--- config.mk ---
export PLATFORM = sky130hd
export DESIGN_NAME = modular_exponentiation_core
export DESIGN_NICKNAME = d
export VERILOG_FILES = /design/src/design/mexp_pkg.sv /design/src/design/mexp_datapath.sv /design/src/design/mexp_ctrl.sv /design/src/design/modular_exponentiation_core.sv
export VERILOG_INCLUDE_DIRS = /design/src /design/src/design
export SDC_FILE = /design/constraint.sdc
export NUM_CORES = 1
export LEC_CHECK = 0
export ABC_CLOCK_PERIOD_IN_PS = 10300
export BUFFER_PORTS_ARGS = -buffer_cell sky130_fd_sc_hd__buf_4
export CAP_MARGIN = 0
export CORE_ASPECT_RATIO = 1.75
export CORE_UTILIZATION = 60
export DETAILED_ROUTE_END_ITERATION = 8
export PLACE_DENSITY_LB_ADDON = 0.3
export SETUP_SLACK_MARGIN = 0.15
export SLEW_MARGIN = 20
export SYNTH_ARGS = -nofsm -noshare
export SYNTH_HDL_FRONTEND = slang
export SYNTH_HIERARCHICAL = 1
export SYNTH_SLANG_ARGS = --single-unit
--- constraint.sdc ---
create_clock -name clk -period 10.3 [get_ports clk]
set_clock_uncertainty 0.05 [all_clocks]
set_input_delay 2.06 -clock clk [delete_from_list [all_inputs] [get_ports clk]]
set_output_delay 2.06 -clock clk [all_outputs]
set_load 0.01 [all_outputs]
--- src/design/modular_exponentiation_core_defines.svh ---
// Assertion macros shared by the modular exponentiation core.
// Depends on clk and rst being visible in the asserting module.
`ifndef MODULAR_EXPONENTIATION_CORE_DEFINES_SVH
`define MODULAR_EXPONENTIATION_CORE_DEFINES_SVH

// Same-cycle implication, checked outside reset.
`define MEXP_ASSERT_NOW(label, ante, cons) \
  label: assert property (@(posedge clk) disable iff (rst) (ante) |-> (cons)) \
    else $error("mexp assertion failed");

// Next-cycle implication, checked outside reset.
`define MEXP_ASSERT_NEXT(label, ante, cons) \
  label: assert property (@(posedge clk) disable iff (rst) (ante) |=> (cons)) \
    else $error("mexp assertion failed");

`endif

--- src/design/mexp_pkg.sv ---
// Shared widths, constants and controller/datapath interface types
// for the modular exponentiation core. No dependencies.
`default_nettype none

package mexp_pkg;

  localparam int MOD_WIDTH = 32;
  localparam int BASE_W    = 63;
  localparam int EXP_W     = 64;
  localparam int CFG_W     = 32;
  localparam int OUT_W     = 32;
  localparam int CNT_W     = $clog2(BASE_W);

  localparam logic [31:0] MOD_RESET_FULL = 32'd1000000007;
  localparam logic [MOD_WIDTH-1:0] MOD_RESET_MASKED = MOD_RESET_FULL[MOD_WIDTH-1:0];
  // A zero modulus behaves as a modulus of one.
  localparam logic [MOD_WIDTH-1:0] MOD_RESET =
    (MOD_RESET_MASKED == '0) ? MOD_WIDTH'(1) : MOD_RESET_MASKED;

  typedef struct packed {
    logic load;
    logic div_step;
    logic mul_start;
    logic mul_step;
    logic mul_commit;
    logic out_load;
  } mexp_cmd_t;

  typedef struct packed {
    logic in_nonpos;
    logic exp_zero;
  } mexp_status_t;

endpackage

`default_nettype wire

--- src/design/mexp_datapath.sv ---
// Datapath: modulus register, bit-serial base reduction, two bit-serial
// interleaved modular multipliers (multiply and square). Uses mexp_pkg.
`default_nettype none

module mexp_datapath
  import mexp_pkg::*;
(
  input  logic                    clk,
  input  logic                    rst,
  input  logic                    cfg_wr_en,
  input  logic [CFG_W-1:0]        cfg_wr_data,
  input  logic [BASE_W-1:0]       base_value,
  input  logic signed [EXP_W-1:0] exponent,
  input  mexp_cmd_t               cmd,
  output mexp_status_t            status,
  output logic [OUT_W-1:0]        power_mod
);

  localparam int T_W = MOD_WIDTH + 2;

  logic [MOD_WIDTH-1:0] modulus;
  logic [MOD_WIDTH-1:0] base;
  logic [MOD_WIDTH-1:0] acc;
  logic [MOD_WIDTH-1:0] mul_a;
  logic [MOD_WIDTH-1:0] sq_a;
  logic [MOD_WIDTH-1:0] mul_pr;
  logic [MOD_WIDTH-1:0] sq_pr;
  logic [MOD_WIDTH-1:0] result;
  logic [BASE_W-1:0]    base_sh;
  logic [EXP_W-2:0]     exp_sh;

  logic [MOD_WIDTH:0]   div_trial;
  logic [MOD_WIDTH:0]   div_diff;
  logic [MOD_WIDTH-1:0] div_next;
  logic [MOD_WIDTH-1:0] mul_pr_next;
  logic [MOD_WIDTH-1:0] sq_pr_next;
  logic [CFG_W-1:0]     cfg_masked;

  // One step of r = (2r + bit*b) mod m, with r, b < m.
  function automatic logic [MOD_WIDTH-1:0] mm_step(
    input logic [MOD_WIDTH-1:0] pr,
    input logic                 abit,
    input logic [MOD_WIDTH-1:0] b,
    input logic [MOD_WIDTH-1:0] m
  );
    logic [T_W-1:0] t;
    logic [T_W-1:0] m1;
    logic [T_W-1:0] m2;
    logic [T_W-1:0] r;
    t  = {1'b0, pr, 1'b0} + (abit ? {2'b00, b} : '0);
    m1 = {2'b00, m};
    m2 = {1'b0, m, 1'b0};
    if (t >= m2) begin
      r = t - m2;
    end else if (t >= m1) begin
      r = t - m1;
    end else begin
      r = t;
    end
    return r[MOD_WIDTH-1:0];
  endfunction

  assign cfg_masked = cfg_wr_data & CFG_W'({MOD_WIDTH{1'b1}});

  always_ff @(posedge clk) begin
    if (rst) begin
      modulus <= MOD_RESET;
    end else if (cfg_wr_en) begin
      modulus <= (cfg_masked == '0) ? MOD_WIDTH'(1) : cfg_masked[MOD_WIDTH-1:0];
    end
  end

  assign div_trial   = {base, base_sh[BASE_W-1]};
  assign div_diff    = div_trial - {1'b0, modulus};
  assign div_next    = (div_trial >= {1'b0, modulus}) ? div_diff[MOD_WIDTH-1:0]
                                                      : div_trial[MOD_WIDTH-1:0];
  assign mul_pr_next = mm_step(mul_pr, mul_a[MOD_WIDTH-1], base, modulus);
  assign sq_pr_next  = mm_step(sq_pr, sq_a[MOD_WIDTH-1], base, modulus);

  always_ff @(posedge clk) begin
    if (cmd.load) begin
      base_sh <= base_value;
      base    <= '0;
      exp_sh  <= exponent[EXP_W-2:0];
      // Result is 1 for a non-positive exponent, else starts at 1 mod m.
      acc     <= {{(MOD_WIDTH-1){1'b0}},
                  (status.in_nonpos || (modulus != MOD_WIDTH'(1)))};
    end
    if (cmd.div_step) begin
      base    <= div_next;
      base_sh <= base_sh << 1;
    end
    if (cmd.mul_start) begin
      mul_a  <= acc;
      sq_a   <= base;
      mul_pr <= '0;
      sq_pr  <= '0;
    end
    if (cmd.mul_step) begin
      mul_pr <= mul_pr_next;
      sq_pr  <= sq_pr_next;
      mul_a  <= mul_a << 1;
      sq_a   <= sq_a << 1;
    end
    if (cmd.mul_commit) begin
      if (exp_sh[0]) begin
        acc <= mul_pr;
      end
      base   <= sq_pr;
      exp_sh <= exp_sh >> 1;
    end
    if (cmd.out_load) begin
      result <= acc;
    end
  end

  assign status.in_nonpos = exponent[EXP_W-1] || (exponent == '0);
  assign status.exp_zero  = (exp_sh == '0);
  assign power_mod        = OUT_W'(result);

endmodule

`default_nettype wire

--- src/design/mexp_ctrl.sv ---
// Controller: sequences load, base reduction, exponent bit steps and the
// output register handshake. Uses mexp_pkg and the assertion macro header.
`default_nettype none
`include "modular_exponentiation_core_defines.svh"

module mexp_ctrl
  import mexp_pkg::*;
(
  input  logic         clk,
  input  logic         rst,
  input  logic         in_valid,
  output logic         in_ready,
  output logic         out_valid,
  input  logic         out_ready,
  input  mexp_status_t status,
  output mexp_cmd_t    cmd
);

  localparam logic [2:0] ST_IDLE   = 3'd0;
  localparam logic [2:0] ST_REDUCE = 3'd1;
  localparam logic [2:0] ST_CHECK  = 3'd2;
  localparam logic [2:0] ST_MULT   = 3'd3;
  localparam logic [2:0] ST_COMMIT = 3'd4;
  localparam logic [2:0] ST_FINISH = 3'd5;

  logic [2:0]       state;
  logic [2:0]       state_next;
  logic [CNT_W-1:0] count;
  logic [CNT_W-1:0] count_next;
  logic             out_free;
  logic             in_accept;

  assign in_ready  = (state == ST_IDLE);
  assign in_accept = in_valid && in_ready;
  assign out_free  = !out_valid || out_ready;

  always_comb begin
    state_next = state;
    count_next = count;
    cmd        = '0;
    unique case (state)
      ST_IDLE: begin
        if (in_valid) begin
          cmd.load   = 1'b1;
          count_next = '0;
          state_next = status.in_nonpos ? ST_FINISH : ST_REDUCE;
        end
      end
      ST_REDUCE: begin
        cmd.div_step = 1'b1;
        count_next   = count + CNT_W'(1);
        if (count == CNT_W'(BASE_W - 1)) begin
          state_next = ST_CHECK;
        end
      end
      ST_CHECK: begin
        if (status.exp_zero) begin
          state_next = ST_FINISH;
        end else begin
          cmd.mul_start = 1'b1;
          count_next    = '0;
          state_next    = ST_MULT;
        end
      end
      ST_MULT: begin
        cmd.mul_step = 1'b1;
        count_next   = count + CNT_W'(1);
        if (count == CNT_W'(MOD_WIDTH - 1)) begin
          state_next = ST_COMMIT;
        end
      end
      ST_COMMIT: begin
        cmd.mul_commit = 1'b1;
        state_next     = ST_CHECK;
      end
      ST_FINISH: begin
        // Hold until the output register is free.
        if (out_free) begin
          cmd.out_load = 1'b1;
          state_next   = ST_IDLE;
        end
      end
      default: begin
        state_next = ST_IDLE;
      end
    endcase
  end

  always_ff @(posedge clk) begin
    if (rst) begin
      state     <= ST_IDLE;
      count     <= '0;
      out_valid <= 1'b0;
    end else begin
      state <= state_next;
      count <= count_next;
      if (cmd.out_load) begin
        out_valid <= 1'b1;
      end else if (out_ready) begin
        out_valid <= 1'b0;
      end
    end
  end

  `MEXP_ASSERT_NOW(a_cmd_onehot, 1'b1, $onehot0(cmd))
  `MEXP_ASSERT_NEXT(a_busy_after_accept, in_accept, !in_ready)
  `MEXP_ASSERT_NEXT(a_nonpos_shortcut, in_accept && status.in_nonpos, state == ST_FINISH)
  `MEXP_ASSERT_NOW(a_load_when_free, cmd.out_load, out_free && (state == ST_FINISH))

endmodule

`default_nettype wire

--- src/design/modular_exponentiation_core.sv ---
// Sequence: an exponent at or below zero goes straight to the output register;
// otherwise the base is reduced bit-serially, then each exponent bit up to the top
// set bit runs two 32-step bit-serial modular multipliers side by side and a commit
// step, and the result is then loaded. One item in flight; the output register
// lets the next item start while a result waits.
// Synchronous active-high reset restores the modulus to 1000000007 and empties the core.
`default_nettype none

module modular_exponentiation_core
  import mexp_pkg::*;
(
  input  logic                    clk,
  input  logic                    rst,
  input  logic                    cfg_wr_en,
  input  logic [CFG_W-1:0]        cfg_wr_data,
  input  logic                    in_valid,
  output logic                    in_ready,
  input  logic [BASE_W-1:0]       base_value,
  input  logic signed [EXP_W-1:0] exponent,
  output logic                    out_valid,
  input  logic                    out_ready,
  output logic [OUT_W-1:0]        power_mod
);

  mexp_cmd_t    cmd;
  mexp_status_t status;

  mexp_ctrl u_ctrl (
    .clk       (clk),
    .rst       (rst),
    .in_valid  (in_valid),
    .in_ready  (in_ready),
    .out_valid (out_valid),
    .out_ready (out_ready),
    .status    (status),
    .cmd       (cmd)
  );

  mexp_datapath u_datapath (
    .clk         (clk),
    .rst         (rst),
    .cfg_wr_en   (cfg_wr_en),
    .cfg_wr_data (cfg_wr_data),
    .base_value  (base_value),
    .exponent    (exponent),
    .cmd         (cmd),
    .status      (status),
    .power_mod   (power_mod)
  );

endmodule

`default_nettype wire
Word level (Yosys, flattened, before mapping) --
Cells that the tools add are included.
Operators by class: magnitude comparators 5, reductions and logical operators 17, add/sub/neg operators 8, eq/ne operators 13, muxes and demuxes 46
Operators with widths (number):
- 32-bit two-way mux | 21
- 32-bit subtractor | 5
- 63-bit two-way mux | 2
- 62-bit two-way mux | 2
- 33-bit by 32-bit adder with 34-bit output | 2
- 34-bit by 32-bit greater-or-equal comparator with 1-bit output | 2
- 34-bit by 33-bit greater-or-equal comparator with 1-bit output | 2
- 64-bit logical NOT | 1
- 63-bit logical NOT | 1
- 33-bit by 32-bit greater-or-equal comparator with 1-bit output | 1
- 32-bit logical NOT | 1
- 32-bit by 1-bit inequality test with 1-bit output (second input constant) | 1
- 3-bit two-way mux | 6
- 3-bit one-hot mux with 6 select lines | 1
- 6-bit one-hot mux with 3 select lines | 1
- 6-bit two-way mux | 2
- 1-bit two-way mux | 11
- 2-bit nonzero test | 4
- 6-bit by 1-bit adder with 6-bit output (second input constant) | 1
- 3-bit by 2-bit == test with 1-bit output (second input constant) | 2
- 3-bit == test (second input constant) | 2
- 6-bit by 5-bit == test with 1-bit output (second input constant) | 1
- 6-bit == test (second input constant) | 1
- 2-bit by 1-bit inequality test with 1-bit output (second input constant) | 3
- 9 further kinds | 13
Storage, ports and cells: bits in registers 392, output and inout port bits 34

Longest topological paths before layout --
depth after elaboration 6, mapped depth 25

Hierarchy --
Netlist, hierarchy kept.
By module, submodules not included:
- mexp_datapath | instances 1, seq. area each 10790.3 um^2, cells each 3031, area each 28334.7 um^2
- mexp_ctrl | instances 1, seq. area each 200.2 um^2, cells each 75, area each 609.3 um^2

Least setup slack after synthesis --
OpenSTA, ideal clock, no wires.
path type reg2reg, from reg u_datapath.mul_a[31], to reg u_datapath.mul_pr[27] (data pin), clock period less this slack 5.715 ns, path slack 4.585 ns, data arrival time 5.405 ns, stages on the path, launching flop included 21, setup time 0.261 ns, data required time 9.989 ns, cell sequence edfxtp_1 > clkbuf_1 > and2_1 > ha_1 > nor2b_1 > o31a_1 > o41a_1 > a311o_1 > a31o_2 > a31o_2 > xor2_1 > ha_1 > a21o_1 > a21o_1 > a2111oi_0 > o31ai_1 > a311oi_2 > nor3_1 > or4_4 > buf_6 > o311a_1
Between the ends: word-level cells in the longest chain between the ends 6, elaborated cells on any way between the ends 9, classes of those cells 3 x add/sub; 2 x order compare; 4 x mux
RTL lines:
- start, declared | RTL line mexp_datapath.sv:24 | logic [MOD_WIDTH-1:0] mul_a;
- start signal, assigned | RTL line mexp_datapath.sv:102 | mul_a <= mul_a << 1;
- 32-bit two-way mux (*) | RTL line mexp_datapath.sv:50 | t = {1'b0, pr, 1'b0} + (abit ? {2'b00, b} : '0);
- 33-bit by 32-bit adder with 34-bit output (*) | RTL line mexp_datapath.sv:50
- 32-bit subtractor or 34-bit by 32-bit greater-or-equal comparator with 1-bit output (tied branches) | RTL line mexp_datapath.sv:56, mexp_datapath.sv:55
- 32-bit two-way mux | RTL line mexp_datapath.sv:55 | end else if (t >= m1) begin
- 32-bit two-way mux (*) | RTL line mexp_datapath.sv:53 | if (t >= m2) begin
- 32-bit two-way mux (*) | RTL line mexp_datapath.sv:99 | if (cmd.mul_step) begin
- end signal, assigned | RTL line mexp_datapath.sv:100 | mul_pr <= mul_pr_next;
- end, declared | RTL line mexp_datapath.sv:26 | logic [MOD_WIDTH-1:0] mul_pr;
Every way passes the cells marked *; elsewhere a longest branch is shown, timed or not. A chain may end at the register's enable or synchronous reset.

Worst setup path in the final report --
from reg u_datapath.sq_a[31], to reg u_datapath.sq_pr[11] (data pin)
Between the ends: word-level cells in the longest chain between the ends 6, elaborated cells on any way between the ends 9, classes of those cells 3 x add/sub; 2 x order compare; 4 x mux
RTL lines:
- start, declared | RTL line mexp_datapath.sv:25 | logic [MOD_WIDTH-1:0] sq_a;
- start signal, assigned | RTL line mexp_datapath.sv:95 | sq_a <= base;
- start signal, assigned | RTL line mexp_datapath.sv:103 | sq_a <= sq_a << 1;
- 32-bit two-way mux (*) | RTL line mexp_datapath.sv:50
- 33-bit by 32-bit adder with 34-bit output (*) | RTL line mexp_datapath.sv:50
- 32-bit subtractor or 34-bit by 32-bit greater-or-equal comparator with 1-bit output (tied branches) | RTL line mexp_datapath.sv:56, mexp_datapath.sv:55
- 32-bit two-way mux | RTL line mexp_datapath.sv:55
- 32-bit two-way mux (*) | RTL line mexp_datapath.sv:53
- 32-bit two-way mux (*) | RTL line mexp_datapath.sv:99
- end signal, assigned | RTL line mexp_datapath.sv:101 | sq_pr <= sq_pr_next;
- end, declared | RTL line mexp_datapath.sv:27 | logic [MOD_WIDTH-1:0] sq_pr;
Marks and branches as above.

==> metrics.csv <==
metric;value;unit
outcome;finished, final reports clean;
synth_nets;3501;
ir_drop;0.199;mV
grt.total_usage;39.5;%
power.density;276;nW/um^2
cts_setup_buffers;0;
timing.max_cap.violations;0;
tightestPinTransition;1.11;ns
cts_max_level;2;
layout-drive-gt1-share;12.3;%
core;47700;sq um
rows;106;
finalWirelength;97800;microns
fin_setup_tns;0;ns
grt_pass1_wl;147000;microns
rsz0062_at_grt;false;
clkSinkCount;392;
cts_tree;yes;
dp_hpwl;74500;microns
insertion_delay;0.57;ns
seq_area;11000;sq um
ys_seq_elements;392;
drt_iter0_drc;2197;
path_clk_slew;0.06;ns
vias_per_cell;6.73;
finalCriticalPeriod;7.39;ns
synth_edf_count;314;
clockRootBuffer;clkbuf_16;
endpoint_kind;register;
vias;25900;
ant_nets;0;
synth_cell_type_count;93;
die_h;293;microns
num-nets-final;3623;
antenna_found_initial;7;
portBuffers;197;
syn_to_final_growth;11.2;%
worstPathMaxFanout;43;
cts_hold_buf;0;
avgSynthCellArea;9.32;sq um
yosys_warnings;6;
critPathLaunchType;register;
place_ws;3.22;ns
async_flop_share;0;%
clock_path_buffers;3;
ios;198;
fmax;135;MHz
grt_max_degree;140;
die_area;49200;sq um
relSlewSlack;24.9;%
multi_input_area;17100;sq um
timing.final.ws_setup;2.91;ns
n_fill_cell;3866;
die_x;168;microns
cts_buffers;39;
gp_congestion;1.06;
yosysSeqAreaShare;38.0;%
finalSetupViolations;0;
p_leak;13.0;nW
slew_violations;0;
grt_overflow;0;
synthesis.area;28900;sq um
crit_type;register to register;
routedWlPerCell;25.4;microns
fin_crit_sh;71.7;%
synth-main-ff-cell;edfxtp_1;
synthCells;3106;
first_pass_iters;6;
drc_errors;0;
start_util;60.6;%
crit_required;10.66;ns
crit_arrival;7.74;ns
hold_violations;0;
hold_path.class;register to register;
grt_pass1_vias;26100;
cts-resized-gates;0;
-- kinds of logic (layout without fill, tap and decap cells) --
family	after synthesis	after routing	synth area share [%]
buffers and inverters	247	400	3.33
XOR/XNOR	174	174	5.27
adder cells (fa/ha/maj)	231	231	10.2
flip-flops	392	392	38.0
other	0	2	0
AND/OR/NAND/NOR	983	983	16.8
multiplexers	96	96	3.60
AO/OA/AOI/OAI	983	983	22.9
-- cells in the final DEF, fill, tap and decap left out, types with 53 or more instances in the layout --
cell type,count
dfxtp_1,78
nor2_1,181
nor4_1,53
a21oi_1,213
nor3_1,60
a21o_1,115
and2_1,80
nand2_1,315
ha_1,224
o21ai_0,220
nand3_1,66
mux2_2,65
edfxtp_1,314
a22o_1,102
inv_1,108
nand2b_1,59
xnor2_1,125
buf_4,217
-- sequential cells by signal, summed over array words and instances (netlist names) --
signal and cells:
u_datapath/base_sh 63, u_datapath/exp_sh 63, u_datapath/acc 32, u_datapath/base 32, u_datapath/modulus 32, u_datapath/mul_a 32
u_datapath/mul_pr 32, u_datapath/power_mod 32, u_datapath/sq_a 32, u_datapath/sq_pr 32, u_ctrl/count 6, u_ctrl/state 3
u_ctrl/out_valid 1
-- cell usage after synthesis, types with 27 or more instances --
library cell	count	share of area, %
edfxtp_1	314	33
xnor2_1	125	3.8
o211ai_1	35	0.91
o21ai_0	220	3.8
o21a_1	40	1.0
nand2_1	315	4.1
mux2i_1	31	1.1
mux2_2	65	2.5
a21o_1	115	3.0
dfxtp_1	78	5.4
clkbuf_1	119	1.5
nand2b_1	59	1.3
inv_1	108	1.4
a21oi_1	213	3.7
and2_1	81	1.8
xor2_1	49	1.5
a22o_1	102	3.1
nor4_1	54	1.2
nor2_1	181	2.3
nand3_1	66	1.1
o21bai_1	27	0.70
ha_1	224	9.7
and3_1	28	0.61
nand4_1	45	0.97
a31oi_1	44	0.95
nor3_1	62	1.1
-- metrics by stage --
step	hold slack, ns	instances	area (sq um)	total power (W)	utilization, %
3_5_place_dp	0.390	3781	30900	0.00723	64.6
2_1_floorplan	0.381	3106	28900	0.00589	-
4_1_cts	0.407	3853	32200	0.00873	67.4
6_report	0.407	3855	32200	0.00888	67.4
5_1_grt	0.429	3854	32200	0.00936	67.4
3_3_place_gp	0.394	3781	30900	0.00715	64.6
-- worst paths after layout --
kind | startpoint | end | slack [ns] | depth (start not counted)
max | u_datapath/sq_a[31] | u_datapath/sq_pr[11] | 2.91 | 20
min | u_datapath/acc[23] | u_datapath/power_mod[23] | 0.41 | 0
max reg2reg | u_datapath/sq_a[31] | u_datapath/sq_pr[11] | 2.91 | 20
min reg2reg | u_datapath/acc[23] | u_datapath/power_mod[23] | 0.41 | 0
-- worst max-delay path: stages, from the launching register on --
cell	delay, ns
edfxtp_1	0.94
and2_1	0.25
ha_1	0.19
inv_1	0.07
fa_1	0.40
nand2b_1	0.18
a21oi_1	0.34
o2111a_1	0.31
o21ai_0	0.21
o21ai_0	0.36
a31oi_1	0.22
o311ai_0	0.75
ha_1	0.46
a21o_1	0.21
a2111oi_0	0.58
o31ai_1	0.17
o2111ai_1	0.21
and3_1	0.44
buf_4	0.47
o21ai_0	0.20
a31oi_1	0.19
-- report_power, final --
group          internal [W]  total [W]  switching, W
registers           0.00204    0.00228      0.000241
clock network      0.000848    0.00148      0.000636
logic               0.00196    0.00511       0.00315
total               0.00485    0.00888       0.00403
-- cell type report --
type,instances,share of cell area [%]
multi-input cells,2467,53.0
flip-flops and latches,392,34.2
repair buffers,218,5.12
clock buffers,58,3.64
well taps,594,2.31
inverters,110,1.28
clock inverters,14,0.478
diodes,2,0.0156
-- per-layer routing --
metal	vias to the layer above	track usage [%]	routed length, microns
met5	-	0	33
met4	6	36.2	10300
met3	444	7.50	6660
met2	1224	70.2	48500
met1	12300	38.4	32400
li1	12000	-	-
Note: power is estimated with default switching activity, not from simulation.
